--- config.mk ---
export PLATFORM = sky130hd
export DESIGN_NAME = pulse_beat_rate_detector_flat
export DESIGN_NICKNAME = d
export VERILOG_FILES = /design/src/rtl/core/pbrd_pkg.sv /design/src/rtl/core/pbrd_if.sv /design/src/rtl/core/pbrd_rate_unit.sv /design/src/rtl/core/pulse_beat_rate_detector.sv /design/src/flat_wrapper.sv
export SDC_FILE = /design/constraint.sdc
export NUM_CORES = 1
export LEC_CHECK = 0
export ABC_AREA = 1
export BUFFER_PORTS_ARGS = -buffer_cell sky130_fd_sc_hd__buf_2
export CAP_MARGIN = 20
export CORE_ASPECT_RATIO = 1.25
export CORE_UTILIZATION = 58
export CTS_CLUSTER_DIAMETER = 150
export CTS_CLUSTER_SIZE = 28
export DETAILED_ROUTE_END_ITERATION = 12
export PLACE_DENSITY = 0.78
export SETUP_SLACK_MARGIN = 0.4
export SLEW_MARGIN = 30
export SYNTH_ARGS = -nofsm -noshare
export SYNTH_HDL_FRONTEND = slang
export SYNTH_SLANG_ARGS = --single-unit
export TNS_END_PERCENT = 100
--- constraint.sdc ---
create_clock -name clock -period 6.03 [get_ports clock]
set_input_delay 1.206 -clock clock [delete_from_list [all_inputs] [get_ports clock]]
set_output_delay 1.206 -clock clock [all_outputs]
set_load 0.01 [all_outputs]
--- src/rtl/core/pbrd_pkg.sv ---
`timescale 1ns / 1ps
// Package for the pulse beat rate detector: types, register indexes and constants.
// Used by the interfaces, the rate unit and the top level; depends on nothing.
package pbrd_pkg;

   localparam int CSR_ADDR_W = 2;
   localparam int CSR_DATA_W = 16;
   localparam int TIME_W     = 32;
   localparam int BEAT_W     = 11;
   localparam int RATE_W     = 16;
   localparam int SCALE_W    = 20;
   localparam int BIT_IDX_W  = 4;

   localparam logic [CSR_ADDR_W-1:0] REG_SETTLE = 2'd0;
   localparam logic [CSR_ADDR_W-1:0] REG_WINDOW = 2'd1;
   localparam logic [CSR_ADDR_W-1:0] REG_RISE   = 2'd2;
   localparam logic [CSR_ADDR_W-1:0] REG_PEAKS  = 2'd3;

   localparam logic [9:0]  SETTLE_RESET = 10'd200;
   localparam logic [15:0] WINDOW_RESET = 16'd1000;
   localparam logic [6:0]  RISE_RESET   = 7'd2;
   localparam logic [6:0]  PEAKS_RESET  = 7'd16;
   localparam logic [6:0]  SEEN_MAX     = 7'd127;

   localparam int INIT_THRESHOLD = 530;

   localparam logic signed [7:0] RISE_MAX = 8'sh7F;
   localparam logic signed [7:0] RISE_MIN = 8'sh80;

   localparam logic [BEAT_W-1:0]    BEAT_MAX   = 11'd2047;
   localparam logic [SCALE_W-1:0]   RATE_SCALE = 20'd960000;
   localparam logic [RATE_W-1:0]    RATE_MAX   = 16'hFFFF;
   localparam logic [BIT_IDX_W-1:0] TOP_BIT    = 4'd15;

   typedef enum logic [1:0] {
      PH_SETTLE,
      PH_PEAKS,
      PH_RUN
   } phase_type;

   typedef enum logic [1:0] {
      CS_IDLE,
      CS_EVAL,
      CS_WAIT,
      CS_EMIT
   } ctrl_state_type;

   typedef enum logic [2:0] {
      RS_IDLE,
      RS_SUM,
      RS_MUL,
      RS_SAT,
      RS_DIV,
      RS_DONE
   } rate_state_type;

   typedef struct packed {
      logic              beat_inc;
      logic              close;
      logic [TIME_W-1:0] duration;
   } rate_cmd_type;

   typedef struct packed {
      logic              done;
      logic              rate_valid;
      logic [RATE_W-1:0] rate;
   } rate_sts_type;

endpackage

--- src/rtl/core/pbrd_if.sv ---
`timescale 1ns / 1ps
// Valid/ready channel interfaces for the sample, result and register write ports.
// Depends on pbrd_pkg for the fixed field widths.
interface pbrd_req_if #(parameter int SAMPLE_BITS = 10) ();
   logic                        valid;
   logic                        ready;
   logic [SAMPLE_BITS-1:0]      sample;
   logic [pbrd_pkg::TIME_W-1:0] time_ms;
   modport source (output valid, sample, time_ms, input ready);
   modport sink (input valid, sample, time_ms, output ready);
endinterface

interface pbrd_rsp_if #(parameter int SAMPLE_BITS = 10) ();
   logic                        valid;
   logic                        ready;
   logic                        calibrating;
   logic [SAMPLE_BITS-1:0]      threshold;
   logic                        beat;
   logic                        rate_valid;
   logic [pbrd_pkg::RATE_W-1:0] rate_sixteenths;
   modport source (output valid, calibrating, threshold, beat, rate_valid, rate_sixteenths,
                   input ready);
   modport sink (input valid, calibrating, threshold, beat, rate_valid, rate_sixteenths,
                 output ready);
endinterface

interface pbrd_csr_if ();
   logic                            valid;
   logic                            ready;
   logic [pbrd_pkg::CSR_ADDR_W-1:0] addr;
   logic [pbrd_pkg::CSR_DATA_W-1:0] wdata;
   modport source (output valid, addr, wdata, input ready);
   modport sink (input valid, addr, wdata, output ready);
endinterface

--- src/rtl/core/pbrd_rate_unit.sv ---
`timescale 1ns / 1ps
// Slot ring of beat counts and durations, with a serial sum, multiply and divide.
// Depends on pbrd_pkg for the command and status structs and the rate constants.
module pbrd_rate_unit #(
   parameter int SLOTS = 3
) (
   input  logic                   clock,
   input  logic                   reset,
   input  pbrd_pkg::rate_cmd_type cmd,
   output pbrd_pkg::rate_sts_type sts
);

   localparam int PTR_W  = (SLOTS > 1) ? $clog2(SLOTS) : 1;
   localparam int NB_W   = pbrd_pkg::BEAT_W + $clog2(SLOTS);
   localparam int MS_W   = pbrd_pkg::TIME_W + $clog2(SLOTS);
   localparam int PROD_W = NB_W + pbrd_pkg::SCALE_W;
   localparam int DIV_W  = MS_W + pbrd_pkg::RATE_W;
   localparam logic [PTR_W-1:0] LAST = PTR_W'(SLOTS - 1);

   logic [pbrd_pkg::BEAT_W-1:0] beats_ff [SLOTS];
   logic [pbrd_pkg::TIME_W-1:0] millis_ff [SLOTS];

   pbrd_pkg::rate_state_type state_ff, state_in;
   logic [PTR_W-1:0] ptr_ff, ptr_in;
   logic [PTR_W-1:0] k_ff, k_in;
   logic [NB_W-1:0]  nb_ff, nb_in;
   logic [MS_W-1:0]  ms_ff, ms_in;
   logic [DIV_W-1:0] rem_ff, rem_in;
   logic [DIV_W-1:0] dsh_ff, dsh_in;
   logic [pbrd_pkg::BIT_IDX_W-1:0] bit_ff, bit_in;
   logic [pbrd_pkg::RATE_W-1:0] q_ff, q_in;
   logic rv_ff, rv_in;

   logic [PTR_W-1:0]  rd_addr;
   logic [PTR_W-1:0]  nxt_ptr;
   logic [PROD_W-1:0] prod;
   logic [pbrd_pkg::BEAT_W-1:0] rd_beats;
   logic [pbrd_pkg::TIME_W-1:0] rd_millis;

   logic                        beats_we, millis_we;
   logic [PTR_W-1:0]            beats_wa, millis_wa;
   logic [pbrd_pkg::BEAT_W-1:0] beats_wd;
   logic [pbrd_pkg::TIME_W-1:0] millis_wd;

   assign rd_addr   = (state_ff == pbrd_pkg::RS_SUM) ? k_ff : ptr_ff;
   assign rd_beats  = beats_ff[rd_addr];
   assign rd_millis = millis_ff[rd_addr];
   assign nxt_ptr   = (ptr_ff == LAST) ? '0 : ptr_ff + PTR_W'(1);
   assign prod      = PROD_W'(nb_ff) * PROD_W'(pbrd_pkg::RATE_SCALE);

   always_comb begin
      state_in  = state_ff;
      ptr_in    = ptr_ff;
      k_in      = k_ff;
      nb_in     = nb_ff;
      ms_in     = ms_ff;
      rem_in    = rem_ff;
      dsh_in    = dsh_ff;
      bit_in    = bit_ff;
      q_in      = q_ff;
      rv_in     = rv_ff;
      beats_we  = 1'b0;
      beats_wa  = ptr_ff;
      beats_wd  = rd_beats;
      millis_we = 1'b0;
      millis_wa = ptr_ff;
      millis_wd = cmd.duration;
      unique case (state_ff)
         pbrd_pkg::RS_IDLE: begin
            if (cmd.beat_inc && (rd_beats < pbrd_pkg::BEAT_MAX)) begin
               beats_we = 1'b1;
               beats_wd = rd_beats + pbrd_pkg::BEAT_W'(1);
            end
            if (cmd.close) begin
               millis_we = 1'b1;
               k_in      = '0;
               nb_in     = '0;
               ms_in     = '0;
               state_in  = pbrd_pkg::RS_SUM;
            end
         end
         pbrd_pkg::RS_SUM: begin
            nb_in = nb_ff + NB_W'(rd_beats);
            ms_in = ms_ff + MS_W'(rd_millis);
            k_in  = k_ff + PTR_W'(1);
            if (k_ff == LAST) begin
               state_in = pbrd_pkg::RS_MUL;
            end
         end
         pbrd_pkg::RS_MUL: begin
            if (ms_ff == '0) begin
               rv_in    = 1'b0;
               q_in     = '0;
               state_in = pbrd_pkg::RS_DONE;
            end else begin
               rem_in   = DIV_W'(prod);
               dsh_in   = {ms_ff, {pbrd_pkg::RATE_W{1'b0}}};
               state_in = pbrd_pkg::RS_SAT;
            end
         end
         pbrd_pkg::RS_SAT: begin
            rv_in = 1'b1;
            if (rem_ff >= dsh_ff) begin
               q_in     = pbrd_pkg::RATE_MAX;
               state_in = pbrd_pkg::RS_DONE;
            end else begin
               q_in     = '0;
               dsh_in   = dsh_ff >> 1;
               bit_in   = pbrd_pkg::TOP_BIT;
               state_in = pbrd_pkg::RS_DIV;
            end
         end
         pbrd_pkg::RS_DIV: begin
            if (rem_ff >= dsh_ff) begin
               rem_in       = rem_ff - dsh_ff;
               q_in[bit_ff] = 1'b1;
            end
            dsh_in = dsh_ff >> 1;
            bit_in = bit_ff - pbrd_pkg::BIT_IDX_W'(1);
            if (bit_ff == '0) begin
               state_in = pbrd_pkg::RS_DONE;
            end
         end
         pbrd_pkg::RS_DONE: begin
            ptr_in    = nxt_ptr;
            beats_we  = 1'b1;
            beats_wa  = nxt_ptr;
            beats_wd  = '0;
            millis_we = 1'b1;
            millis_wa = nxt_ptr;
            millis_wd = '0;
            state_in  = pbrd_pkg::RS_IDLE;
         end
         default: begin
            state_in = pbrd_pkg::RS_IDLE;
         end
      endcase
   end

   always_ff @(posedge clock) begin
      if (reset) begin
         state_ff <= pbrd_pkg::RS_IDLE;
         ptr_ff   <= '0;
         for (int i = 0; i < SLOTS; i++) begin
            beats_ff[i]  <= '0;
            millis_ff[i] <= '0;
         end
      end else begin
         state_ff <= state_in;
         ptr_ff   <= ptr_in;
         if (beats_we) begin
            beats_ff[beats_wa] <= beats_wd;
         end
         if (millis_we) begin
            millis_ff[millis_wa] <= millis_wd;
         end
      end
   end

   always_ff @(posedge clock) begin
      k_ff   <= k_in;
      nb_ff  <= nb_in;
      ms_ff  <= ms_in;
      rem_ff <= rem_in;
      dsh_ff <= dsh_in;
      bit_ff <= bit_in;
      q_ff   <= q_in;
      rv_ff  <= rv_in;
   end

   assign sts.done       = (state_ff == pbrd_pkg::RS_DONE);
   assign sts.rate_valid = rv_ff;
   assign sts.rate       = q_ff;

endmodule

--- src/rtl/core/pulse_beat_rate_detector.sv ---
`timescale 1ns / 1ps
// Pulse beat rate detector. An item passes through accept, evaluate and output load
// when no rate window closes; a sample that closes a window also waits for the slot sum
// over the ring and the serial divider that yields one quotient bit per cycle. The
// block takes no new item until the current one is in the output register; zero
// samples are dropped in the evaluate step with no result. Register writes are taken
// at any time and belong in idle periods.
// Depends on pbrd_pkg, the channel interfaces and pbrd_rate_unit.
module pulse_beat_rate_detector #(
   parameter int SLOTS       = 3,
   parameter int SAMPLE_BITS = 10
) (
   input logic         clock,
   input logic         reset,
   pbrd_req_if.sink    req_chan,
   pbrd_rsp_if.source  rsp_chan,
   pbrd_csr_if.sink    csr_chan
);

   localparam int SB = SAMPLE_BITS;
   localparam logic [SB-1:0] THR_RESET = SB'(pbrd_pkg::INIT_THRESHOLD);

   pbrd_pkg::ctrl_state_type state_ff, state_in;
   pbrd_pkg::phase_type      phase_ff, phase_in;

   logic [9:0]  cfg_settle_ff;
   logic [15:0] cfg_window_ff;
   logic [6:0]  cfg_rise_ff;
   logic [6:0]  cfg_peaks_ff;

   logic [9:0]        settle_count_ff, settle_count_in;
   logic [SB-1:0]     prev_ff, prev_in;
   logic signed [7:0] rise_ff, rise_in;
   logic [6:0]        peaks_seen_ff, peaks_seen_in;
   logic [SB-1:0]     peak_low_ff, peak_low_in;
   logic [SB-1:0]     peak_high_ff, peak_high_in;
   logic [SB-1:0]     thr_ff, thr_in;
   logic              above_ff, above_in;
   logic [15:0]       window_count_ff, window_count_in;
   logic [pbrd_pkg::TIME_W-1:0] window_start_ff, window_start_in;

   logic [SB-1:0]               s_ff, s_in;
   logic [pbrd_pkg::TIME_W-1:0] t_ff, t_in;

   logic                        res_cal_ff, res_cal_in;
   logic [SB-1:0]               res_thr_ff, res_thr_in;
   logic                        res_beat_ff, res_beat_in;
   logic                        res_rv_ff, res_rv_in;
   logic [pbrd_pkg::RATE_W-1:0] res_rate_ff, res_rate_in;

   logic                        rsp_valid_ff, rsp_valid_in;
   logic                        out_cal_ff, out_cal_in;
   logic [SB-1:0]               out_thr_ff, out_thr_in;
   logic                        out_beat_ff, out_beat_in;
   logic                        out_rv_ff, out_rv_in;
   logic [pbrd_pkg::RATE_W-1:0] out_rate_ff, out_rate_in;

   logic          go_peaks;
   logic          ended;
   logic          beat;
   logic          close;
   logic [SB-1:0] low_n, high_n;
   logic [SB:0]   mid_sum;
   logic [6:0]    seen_n;
   logic [15:0]   wc_n;

   pbrd_pkg::rate_cmd_type rate_cmd;
   pbrd_pkg::rate_sts_type rate_sts;

   pbrd_rate_unit #(.SLOTS(SLOTS)) u_rate (
      .clock (clock),
      .reset (reset),
      .cmd   (rate_cmd),
      .sts   (rate_sts)
   );

   assign req_chan.ready = (state_ff == pbrd_pkg::CS_IDLE);
   assign csr_chan.ready = 1'b1;

   always_comb begin
      state_in        = state_ff;
      phase_in        = phase_ff;
      settle_count_in = settle_count_ff;
      prev_in         = prev_ff;
      rise_in         = rise_ff;
      peaks_seen_in   = peaks_seen_ff;
      peak_low_in     = peak_low_ff;
      peak_high_in    = peak_high_ff;
      thr_in          = thr_ff;
      above_in        = above_ff;
      window_count_in = window_count_ff;
      window_start_in = window_start_ff;
      s_in            = s_ff;
      t_in            = t_ff;
      res_cal_in      = res_cal_ff;
      res_thr_in      = res_thr_ff;
      res_beat_in     = res_beat_ff;
      res_rv_in       = res_rv_ff;
      res_rate_in     = res_rate_ff;
      out_cal_in      = out_cal_ff;
      out_thr_in      = out_thr_ff;
      out_beat_in     = out_beat_ff;
      out_rv_in       = out_rv_ff;
      out_rate_in     = out_rate_ff;
      rsp_valid_in    = rsp_valid_ff && !rsp_chan.ready;
      go_peaks        = 1'b0;
      ended           = 1'b0;
      beat            = 1'b0;
      close           = 1'b0;
      low_n           = peak_low_ff;
      high_n          = peak_high_ff;
      mid_sum         = '0;
      seen_n          = peaks_seen_ff;
      wc_n            = window_count_ff + 16'd1;
      rate_cmd        = '0;
      rate_cmd.duration = t_ff - window_start_ff;

      unique case (state_ff)
         pbrd_pkg::CS_IDLE: begin
            if (req_chan.valid) begin
               s_in     = req_chan.sample;
               t_in     = req_chan.time_ms;
               state_in = pbrd_pkg::CS_EVAL;
            end
         end
         pbrd_pkg::CS_EVAL: begin
            if (s_ff == '0) begin
               state_in = pbrd_pkg::CS_IDLE;
            end else begin
               if (phase_ff == pbrd_pkg::PH_SETTLE) begin
                  if (settle_count_ff < cfg_settle_ff) begin
                     prev_in         = s_ff;
                     settle_count_in = settle_count_ff + 10'd1;
                  end else begin
                     phase_in = pbrd_pkg::PH_PEAKS;
                     go_peaks = 1'b1;
                  end
               end
               if (phase_ff == pbrd_pkg::PH_PEAKS) begin
                  go_peaks = 1'b1;
               end

               if (go_peaks) begin
                  if ((s_ff < prev_ff) && (rise_ff > $signed({1'b0, cfg_rise_ff}))) begin
                     low_n        = (s_ff < peak_low_ff) ? s_ff : peak_low_ff;
                     high_n       = (s_ff > peak_high_ff) ? s_ff : peak_high_ff;
                     seen_n       = (peaks_seen_ff < pbrd_pkg::SEEN_MAX) ?
                                    peaks_seen_ff + 7'd1 : peaks_seen_ff;
                     peak_low_in  = low_n;
                     peak_high_in = high_n;
                     peaks_seen_in = seen_n;
                     if (seen_n >= cfg_peaks_ff) begin
                        mid_sum         = {1'b0, low_n} + {1'b0, high_n};
                        thr_in          = mid_sum[SB:1];
                        phase_in        = pbrd_pkg::PH_RUN;
                        window_start_in = t_ff;
                        ended           = 1'b1;
                     end
                  end
                  if (!ended) begin
                     prev_in = s_ff;
                     if (s_ff > prev_ff) begin
                        if (rise_ff < 8'sd0) begin
                           rise_in = 8'sd1;
                        end else if (rise_ff < pbrd_pkg::RISE_MAX) begin
                           rise_in = rise_ff + 8'sd1;
                        end
                     end else begin
                        if (rise_ff > 8'sd0) begin
                           rise_in = -8'sd1;
                        end else if (rise_ff > pbrd_pkg::RISE_MIN) begin
                           rise_in = rise_ff - 8'sd1;
                        end
                     end
                  end
               end else if (phase_ff == pbrd_pkg::PH_RUN) begin
                  beat     = (s_ff <= thr_ff) && above_ff;
                  above_in = (s_ff >= thr_ff);
                  close    = (wc_n >= cfg_window_ff);
                  if (close) begin
                     window_count_in = '0;
                     window_start_in = t_ff;
                  end else begin
                     window_count_in = wc_n;
                  end
                  rate_cmd.beat_inc = beat;
                  rate_cmd.close    = close;
               end

               res_cal_in  = (phase_in != pbrd_pkg::PH_RUN);
               res_thr_in  = thr_in;
               res_beat_in = beat;
               res_rv_in   = 1'b0;
               res_rate_in = '0;
               state_in    = close ? pbrd_pkg::CS_WAIT : pbrd_pkg::CS_EMIT;
            end
         end
         pbrd_pkg::CS_WAIT: begin
            if (rate_sts.done) begin
               res_rv_in   = rate_sts.rate_valid;
               res_rate_in = rate_sts.rate;
               state_in    = pbrd_pkg::CS_EMIT;
            end
         end
         pbrd_pkg::CS_EMIT: begin
            if (!rsp_valid_ff || rsp_chan.ready) begin
               out_cal_in   = res_cal_ff;
               out_thr_in   = res_thr_ff;
               out_beat_in  = res_beat_ff;
               out_rv_in    = res_rv_ff;
               out_rate_in  = res_rate_ff;
               rsp_valid_in = 1'b1;
               state_in     = pbrd_pkg::CS_IDLE;
            end
         end
      endcase
   end

   always_ff @(posedge clock) begin
      if (reset) begin
         state_ff        <= pbrd_pkg::CS_IDLE;
         phase_ff        <= pbrd_pkg::PH_SETTLE;
         settle_count_ff <= '0;
         prev_ff         <= '0;
         rise_ff         <= '0;
         peaks_seen_ff   <= '0;
         peak_low_ff     <= '1;
         peak_high_ff    <= '0;
         thr_ff          <= THR_RESET;
         above_ff        <= 1'b0;
         window_count_ff <= '0;
         window_start_ff <= '0;
         rsp_valid_ff    <= 1'b0;
      end else begin
         state_ff        <= state_in;
         phase_ff        <= phase_in;
         settle_count_ff <= settle_count_in;
         prev_ff         <= prev_in;
         rise_ff         <= rise_in;
         peaks_seen_ff   <= peaks_seen_in;
         peak_low_ff     <= peak_low_in;
         peak_high_ff    <= peak_high_in;
         thr_ff          <= thr_in;
         above_ff        <= above_in;
         window_count_ff <= window_count_in;
         window_start_ff <= window_start_in;
         rsp_valid_ff    <= rsp_valid_in;
      end
   end

   always_ff @(posedge clock) begin
      if (reset) begin
         cfg_settle_ff <= pbrd_pkg::SETTLE_RESET;
         cfg_window_ff <= pbrd_pkg::WINDOW_RESET;
         cfg_rise_ff   <= pbrd_pkg::RISE_RESET;
         cfg_peaks_ff  <= pbrd_pkg::PEAKS_RESET;
      end else if (csr_chan.valid) begin
         unique case (csr_chan.addr)
            pbrd_pkg::REG_SETTLE: cfg_settle_ff <= csr_chan.wdata[9:0];
            pbrd_pkg::REG_WINDOW: cfg_window_ff <= csr_chan.wdata;
            pbrd_pkg::REG_RISE:   cfg_rise_ff   <= csr_chan.wdata[6:0];
            pbrd_pkg::REG_PEAKS:  cfg_peaks_ff  <= csr_chan.wdata[6:0];
         endcase
      end
   end

   always_ff @(posedge clock) begin
      s_ff        <= s_in;
      t_ff        <= t_in;
      res_cal_ff  <= res_cal_in;
      res_thr_ff  <= res_thr_in;
      res_beat_ff <= res_beat_in;
      res_rv_ff   <= res_rv_in;
      res_rate_ff <= res_rate_in;
      out_cal_ff  <= out_cal_in;
      out_thr_ff  <= out_thr_in;
      out_beat_ff <= out_beat_in;
      out_rv_ff   <= out_rv_in;
      out_rate_ff <= out_rate_in;
   end

   assign rsp_chan.valid           = rsp_valid_ff;
   assign rsp_chan.calibrating     = out_cal_ff;
   assign rsp_chan.threshold       = out_thr_ff;
   assign rsp_chan.beat            = out_beat_ff;
   assign rsp_chan.rate_valid      = out_rv_ff;
   assign rsp_chan.rate_sixteenths = out_rate_ff;

endmodule

--- src/flat_wrapper.sv ---
// flat-port wrapper written by rule: the top's interface ports become plain ports
module pulse_beat_rate_detector_flat 
#(
   parameter int SLOTS       = 3,
   parameter int SAMPLE_BITS = 10
)
  (clock, reset, req_chan_valid, req_chan_sample, req_chan_time_ms, req_chan_ready, rsp_chan_valid, rsp_chan_calibrating, rsp_chan_threshold, rsp_chan_beat, rsp_chan_rate_valid, rsp_chan_rate_sixteenths, rsp_chan_ready, csr_chan_valid, csr_chan_addr, csr_chan_wdata, csr_chan_ready);
  pbrd_req_if #(.SAMPLE_BITS(SAMPLE_BITS)) req_chan_i ();
  pbrd_rsp_if #(.SAMPLE_BITS(SAMPLE_BITS)) rsp_chan_i ();
  pbrd_csr_if csr_chan_i ();
  input logic clock;
  input logic reset;
  input wire logic [$bits(req_chan_i.valid)-1:0] req_chan_valid;
  input wire logic [$bits(req_chan_i.sample)-1:0] req_chan_sample;
  input wire logic [$bits(req_chan_i.time_ms)-1:0] req_chan_time_ms;
  output wire logic [$bits(req_chan_i.ready)-1:0] req_chan_ready;
  output wire logic [$bits(rsp_chan_i.valid)-1:0] rsp_chan_valid;
  output wire logic [$bits(rsp_chan_i.calibrating)-1:0] rsp_chan_calibrating;
  output wire logic [$bits(rsp_chan_i.threshold)-1:0] rsp_chan_threshold;
  output wire logic [$bits(rsp_chan_i.beat)-1:0] rsp_chan_beat;
  output wire logic [$bits(rsp_chan_i.rate_valid)-1:0] rsp_chan_rate_valid;
  output wire logic [$bits(rsp_chan_i.rate_sixteenths)-1:0] rsp_chan_rate_sixteenths;
  input wire logic [$bits(rsp_chan_i.ready)-1:0] rsp_chan_ready;
  input wire logic [$bits(csr_chan_i.valid)-1:0] csr_chan_valid;
  input wire logic [$bits(csr_chan_i.addr)-1:0] csr_chan_addr;
  input wire logic [$bits(csr_chan_i.wdata)-1:0] csr_chan_wdata;
  output wire logic [$bits(csr_chan_i.ready)-1:0] csr_chan_ready;
  assign req_chan_i.valid = req_chan_valid;
  assign req_chan_i.sample = req_chan_sample;
  assign req_chan_i.time_ms = req_chan_time_ms;
  assign req_chan_ready = req_chan_i.ready;
  assign rsp_chan_valid = rsp_chan_i.valid;
  assign rsp_chan_calibrating = rsp_chan_i.calibrating;
  assign rsp_chan_threshold = rsp_chan_i.threshold;
  assign rsp_chan_beat = rsp_chan_i.beat;
  assign rsp_chan_rate_valid = rsp_chan_i.rate_valid;
  assign rsp_chan_rate_sixteenths = rsp_chan_i.rate_sixteenths;
  assign rsp_chan_i.ready = rsp_chan_ready;
  assign csr_chan_i.valid = csr_chan_valid;
  assign csr_chan_i.addr = csr_chan_addr;
  assign csr_chan_i.wdata = csr_chan_wdata;
  assign csr_chan_ready = csr_chan_i.ready;
  pulse_beat_rate_detector #(.SLOTS(SLOTS), .SAMPLE_BITS(SAMPLE_BITS)) u_core (.clock(clock), .reset(reset), .req_chan(req_chan_i), .rsp_chan(rsp_chan_i), .csr_chan(csr_chan_i));
endmodule
After elaboration in Yosys (flattened, before gate mapping)
Memories as Yosys holds them, arrays and structs flattened.
Index checks and enable logic that the tools add are counted.
{"block": "totals", "mem_count": 2, "ramBits": 129, "output_inout_bits": 32, "inputBits": 65, "elab_cells": 270, "reg_bits": 434}
{"name": "u_core.u_rate.millis_ff", "depth": 3, "word_bits": 32, "read_ports": 1, "rd_clocked_by_memory_dff": 0, "write_ports": 3, "line": "pbrd_rate_unit.sv:21", "rtl": "logic [pbrd_pkg::TIME_W-1:0] millis_ff [SLOTS];"}
{"name": "u_core.u_rate.beats_ff", "depth": 3, "word_bits": 11, "read_ports": 1, "rd_clocked_by_memory_dff": 0, "write_ports": 3, "line": "pbrd_rate_unit.sv:20", "rtl": "logic [pbrd_pkg::BEAT_W-1:0] beats_ff [SLOTS];"}
{"block": "op_classes", "n_reduce_logical": 48, "n_mul": 1, "n_lt_le_gt_ge": 19, "eq_ne": 30, "n_mux": 112, "bitwise_logic": 5, "addsub": 14}
{"op": "32-bit two-way mux", "count": 7}
{"op": "50-bit two-way mux", "count": 4}
{"op": "50-bit case mux with 3 select lines", "count": 1}
{"op": "50-bit case mux with 2 select lines", "count": 1}
{"op": "16-bit two-way mux", "count": 6}
{"op": "10-bit two-way mux", "count": 9}
{"op": "34-bit case mux with 2 select lines", "count": 1}
{"op": "50-bit greater-or-equal comparator", "count": 1}
{"op": "50-bit subtractor", "count": 1}
{"op": "16-bit case mux with 3 select lines", "count": 1}
{"op": "2-bit two-way mux", "count": 21}
{"op": "8-bit two-way mux", "count": 5}
{"op": "34-bit by 32-bit adder with 34-bit output", "count": 1}
{"op": "34-bit zero test", "count": 1}
{"op": "1-bit two-way mux", "count": 34}
{"op": "34-bit two-way mux", "count": 1}
{"op": "16-bit case mux with 2 select lines", "count": 1}
{"op": "32-bit OR reduction", "count": 1}
{"op": "32-bit subtractor", "count": 1}
{"op": "10-bit < comparator", "count": 3}
{"op": "13-bit case mux with 2 select lines", "count": 1}
{"op": "13-bit by 11-bit multiplier with 24-bit output (second input constant)", "count": 1}
{"op": "11-bit two-way mux", "count": 2}
{"op": "11-bit case mux with 2 select lines", "count": 1}
{"op": "59 further kinds", "count": 123}

Logic depth before layout (Yosys ltp)
{"block": "depth", "ltp_word": 17, "ltp_mapped": 27, "ltp_nobuf": 26}

By module
From an unflattened synthesis, not the netlist that was laid out.
{"block": "unflattened", "cells_unflattened": 4431, "area_unflattened_um2": 37533.5}
{"module": "pbrd_rate_unit", "n_inst": 1, "area_each_um2": 23417.5, "cells_per_inst": 2756, "seq_area_each_um2": 10369.9}
{"module": "pulse_beat_rate_detector", "n_inst": 1, "area_each_um2": 14116.0, "cells_per_inst": 1675, "seq_area_each_um2": 6185.9}

Least setup slack after synthesis
No wires, ideal clock.
{"block": "synth_path", "path_type": "reg-to-reg", "startpoint": "register u_core.window_count_ff[0]", "endpoint": "register u_core.u_rate.k_ff[0] (enable)", "n_path_buf": 0, "period_less_slack_ps": 6600, "setup_slack_ps": -570, "path_stages_with_launch": 18, "arrival_time_ps": 6077, "setup_ps": 523, "t_required_ps": 5507, "cell_sequence": "dfxtp_1 ha_1 nand3_1 nor3b_1 nand3_1 nor3_1 nand3_1 nor2_1 xor2_1 ha_1 nand2_1 inv_1 nand3_1 nor3_1 nand3_1 nand3_1 nand2_1 o21ai_0"}
{"block": "synth_between", "elab_chain_len": 8}
{"element": "start: declaration", "line": "pulse_beat_rate_detector.sv:39", "rtl": "logic [15:0] window_count_ff, window_count_in;"}
{"element": "start signal: assignment", "line": "pulse_beat_rate_detector.sv:245", "rtl": "window_count_ff <= window_count_in;"}
{"element": "16-bit by 1-bit adder with 16-bit output", "line": "pulse_beat_rate_detector.sv:114", "rtl": "wc_n = window_count_ff + 16'd1;"}
{"element": "16-bit greater-or-equal comparator", "line": "pulse_beat_rate_detector.sv:179", "rtl": "close = (wc_n >= cfg_window_ff);"}
{"element": "2-bit two-way mux", "line": "pulse_beat_rate_detector.sv:176", "rtl": "end else if (phase_ff == pbrd_pkg::PH_RUN) begin"}
{"element": "2-bit two-way mux", "line": "pulse_beat_rate_detector.sv:143", "rtl": "if (go_peaks) begin"}
{"element": "2-bit two-way mux", "line": "pulse_beat_rate_detector.sv:127", "rtl": "if (s_ff == '0) begin"}
{"element": "2-bit two-way mux", "line": "pulse_beat_rate_detector.sv:118", "rtl": "unique case (state_ff)"}
{"element": "2-bit by 1-bit != test with 1-bit output (no line)"}
{"element": "2-bit AND reduction (no line)"}
{"element": "end signal: assignment", "line": "pbrd_rate_unit.sv:161", "rtl": "k_ff <= k_in;"}
{"element": "end: declaration", "line": "pbrd_rate_unit.sv:25", "rtl": "logic [PTR_W-1:0] k_ff, k_in;"}
No other way between the ends.
A chain may end at the register's enable or synchronous reset.

Worst setup path after layout
{"block": "layout_path", "startpoint": "register u_core.u_rate.nb_ff[5]", "endpoint": "register u_core.u_rate.rem_ff[27] (data pin)"}
{"block": "layout_between", "elab_chain_len": 3}
{"element": "start: declaration", "line": "pbrd_rate_unit.sv:26", "rtl": "logic [NB_W-1:0] nb_ff, nb_in;"}
{"element": "start signal: assignment", "line": "pbrd_rate_unit.sv:162", "rtl": "nb_ff <= nb_in;"}
{"element": "13-bit by 11-bit multiplier with 24-bit output", "line": "pbrd_rate_unit.sv:49", "rtl": "assign prod = PROD_W'(nb_ff) * PROD_W'(pbrd_pkg::RATE_SCALE);"}
{"element": "50-bit two-way mux", "line": "pbrd_rate_unit.sv:91", "rtl": "if (ms_ff == '0) begin"}
{"element": "50-bit case mux with 2 select lines", "line": "pbrd_rate_unit.sv:68", "rtl": "unique case (state_ff)"}
{"element": "named net u_core.u_rate.rem_in[27]", "line": "pbrd_rate_unit.sv:28", "rtl": "logic [DIV_W-1:0] rem_ff, rem_in;"}
{"element": "end signal: assignment", "line": "pbrd_rate_unit.sv:164", "rtl": "rem_ff <= rem_in;"}
{"element": "end: declaration", "line": "pbrd_rate_unit.sv:28"}
The timed path passes the listed nets, and every way through them passes these cells. The select of a mux whose other input is x is not followed.

==> flow_summary.json <==
{
  "status": "complete, no violations",
  "relSlewSlack_pct": 34.21,
  "worstMarginPinSlew_ps": 983.3,
  "power.density_mw_per_mm2": 246.7,
  "vias": 30180,
  "clk_latency_ps": 610,
  "postSynth.asyncResetShare_pct": 0,
  "fillCellCount": 5557,
  "critPathArrivalTime_ps": 5570,
  "place.gp.congestion": 0.9536,
  "firstDrtPassIters": 5,
  "fmax_ghz": 0.1921,
  "start_kind": "flop",
  "io_buffers": 95,
  "slew_violations": 0,
  "synthTopCellsByCount": "nand2_1, inv_1, nor2_1",
  "antenna_cells": 0,
  "ys_warn_count": 0,
  "clkTransAtPathRegs_ps": 120,
  "path_buf_inv": 5,
  "r2r-start": "u_core.u_rate.nb_ff[5]$_SDFFCE_PN0P_",
  "io_pins": 97,
  "start_util_pct": 58.97,
  "clk_path_buf_depth": 3,
  "row_count": 103,
  "nets": 4969,
  "hold_viol": 0,
  "cts_hold_buf": 0,
  "syn_inst": 4519,
  "timing.rr.end": "u_core.u_rate.rem_ff[27]$_DFFE_PP_",
  "synth_area_mm2": 0.03746,
  "drc": 0,
  "core-area_mm2": 0.06353,
  "drive_gt1_share_pct": 4.527,
  "synth-edff-count": 442,
  "synthDistinctLibCells": 57,
  "crit_type": "flop to flop",
  "setup_violations": 0,
  "fin_hold_ws_ps": 430.4,
  "critPathTopFamily": "adder cells",
  "hp-class": "flop to flop",
  "synth-seq-cells": 606,
  "power_uw": 9739,
  "cts_tree": "done",
  "numCtsBuffers": 25,
  "die_x_um": 229.3,
  "rsz0062_at_grt": "no",
  "syn_avg_cell_area_um2": 8.290,
  "finalSetupTns_ps": 0,
  "avgViaCountPerCell": 5.576,
  "crit_required_ps": 6390,
  "ys_top_cells_by_area": "edfxtp_1, ha_1, dfxtp_1, nand2_1, inv_1",
  "die_area_mm2": 0.06562,
  "r2r_slack_ps": 820,
  "rr_worst_depth": 21,
  "area_growth_pct": 5.380,
  "wl_per_cell_um": 15.90,
  "cp_slowest_cell": "edfxtp_1",
  "cts-htree-levels": 1,
  "post_cts_buffers": 0,
  "cts_num_sinks": 606,
  "end_kind": "flop",
  "finClkSkew_ps": 17.06,
  "synth_seq_area_share_pct": 44.19,
  "critPathLaunch": "u_core.u_rate.nb_ff[5]$_SDFFCE_PN0P_",
  "maxCapViolations": 0,
  "synth-main-ff-cell": "edfxtp_1",
  "slowest_delay_ps": 590,
  "antenna_found_initial": 0,
  "crit_end": "u_core.u_rate.rem_ff[27]$_DFFE_PP_",
  "syn_nets": 4933,
  "path_depth": 21,
  "peakVddDrop_mv": 0.2969,
  "grt_max_degree": 87,
  "grt_pass1_vias": 29370,
  "dp_hpwl_mm": 64.49,
  "p_leak_uw": 0.01727,
  "wirelength_mm": 86.07,
  "cts_root_buf": "clkbuf_16",
  "fin_crit_sh_pct": 86.34,
  "finalCriticalPeriod_ps": 5206,
  "synth_area_leader_cell": "edfxtp_1",
  "synth_most_common_cell": "nand2_1",
  "cp_max_fo": 7,
  "grt_pass1_wl_mm": 140.6,
  "drt_iter0_markers": 2116,
  "grt_usage_pct": 26.04,
  "overflow": 0,
  "yosys.area.top_type_share_pct": 35.43,
  "cp_cell_sequence": "inv_1, fa_1, inv_1, fa_1, fa_1, fa_1, inv_1, fa_1, inv_1, ha_1, nand2_1, nor2_1, nand2_1, o211ai_1, a31oi_1, inv_1, nand2_1, nand2_1, or2_2, nand3_1, nand2_1",
  "drtAntennaViolNets": 0,
  "die_y_um": 286.2
}
[flip-flops by register name, summed over array words and instances, names as in the netlist, 13 cells and up, named ones only]
| register | flops |
|---|---|
| u_core.u_rate.q_ff | 16 |
| u_core.u_rate.beats_ff | 44 |
| u_core.rsp_chan.rate_sixteenths | 16 |
| u_core.t_ff | 32 |
| u_core.u_rate.ms_ff | 34 |
| u_core.u_rate.millis_ff | 128 |
| u_core.cfg_window_ff | 16 |
| u_core.res_rate_ff | 16 |
| u_core.u_rate.rem_ff | 50 |
| u_core.u_rate.dsh_ff | 50 |
| u_core.window_count_ff | 16 |
| u_core.window_start_ff | 32 |
| u_core.u_rate.nb_ff | 13 |
[placed cells by master, fill, tap and decap left out, types with 7 or more instances in the layout]
| cell type | n |
|---|---|
| clkbuf_16 | 25 |
| a21boi_0 | 10 |
| nand4_1 | 36 |
| nor3_1 | 46 |
| a21o_1 | 32 |
| o211ai_1 | 29 |
| dfxtp_1 | 164 |
| xor2_1 | 36 |
| ha_1 | 299 |
| edfxtp_1 | 442 |
| a31oi_1 | 18 |
| inv_1 | 663 |
| a21oi_1 | 404 |
| o21bai_1 | 14 |
| buf_2 | 95 |
| or2_2 | 7 |
| nand2_1 | 750 |
| clkbuf_1 | 19 |
| nor2_1 | 586 |
| nand2_2 | 13 |
| o22ai_1 | 35 |
| fa_1 | 50 |
| xnor2_1 | 14 |
| buf_4 | 28 |
| nor4_1 | 12 |
| nand3b_1 | 23 |
| o21a_1 | 20 |
| nand3_1 | 142 |
| o21ai_0 | 466 |
[repair_timing]
action	4_1_cts	5_1_grt
gates resized for setup	0	1
setup endpoints to repair	0	8
hold endpoints to repair	0	0
[area by class of cell]
class	count	area (um^2)	area share, %
multi-input cells	3123	17910	45.36
clock buffers	44	696.9	1.765
flip-flops and latches	606	16560	41.93
inverters	675	2544	6.443
repair buffers	124	713.2	1.806
well taps	840	1051	2.662
clock inverters	1	11.26	0.02852
[stage by stage]
stage | worst slack [ps] | cells | area, um^2 | utilization, %
after detailed placement | 836.8 | 5368 | 38760 | 61.01
final | 823.6 | 5413 | 39480 | 62.14
after global placement | 936.2 | 5367 | 38730 | 60.96
after CTS | 820.1 | 5413 | 39470 | 62.12
after global routing | 486.2 | 5413 | 39480 | 62.14
after floorplan | 561.6 | 4519 | 37460 | -
[cells by family after synthesis]
| group | count (synthesis) | share of synthesized area, % |
|---|---|---|
| muxes | 1 | 0.03005 |
| and+or+nand+nor | 1651 | 18.26 |
| other | 1 | 0.01001 |
| buffers and inverters | 790 | 8.152 |
| xor gates and xnor gates | 50 | 1.169 |
| adders and majority gates | 349 | 12.66 |
| DFF | 606 | 44.19 |
| AOI/OAI and AO/OA | 1071 | 15.53 |
[metal layers]
metal,part of all wire (%),global-route usage [%]
met1,42,31.98
met2,51,48.30
met3,4.2,1.878
met4,3.0,8.483
met5,0,0
[report_power, final]
group	switching (uW)	internal (uW)
clock network	1270	800
registers	180	4920
logic	1750	821
[how the worst min path moves through the flow]
| stage | slack [ps] | start | depth (start not counted) | end |
|---|---|---|---|---|
| after floorplan | 400 | u_core.res_beat_ff$_SDFFCE_PP0P_ | 0 | u_core.rsp_chan.beat$_DFFE_PP_ |
| after global placement | 400 | u_core.res_rate_ff[12]$_SDFFCE_PP0P_ | 0 | u_core.rsp_chan.rate_sixteenths[12]$_DFFE_PP_ |
| after detailed placement | 400 | u_core.res_rate_ff[2]$_SDFFCE_PP0P_ | 0 | u_core.rsp_chan.rate_sixteenths[2]$_DFFE_PP_ |
| after CTS | 430 | u_core.res_rate_ff[8]$_SDFFCE_PP0P_ | 0 | u_core.rsp_chan.rate_sixteenths[8]$_DFFE_PP_ |
| after global routing | 440 | u_core.res_rate_ff[10]$_SDFFCE_PP0P_ | 0 | u_core.rsp_chan.rate_sixteenths[10]$_DFFE_PP_ |
| final | 430 | u_core.res_rate_ff[8]$_SDFFCE_PP0P_ | 0 | u_core.rsp_chan.rate_sixteenths[8]$_DFFE_PP_ |
Power figures use the tool's default switching activity.
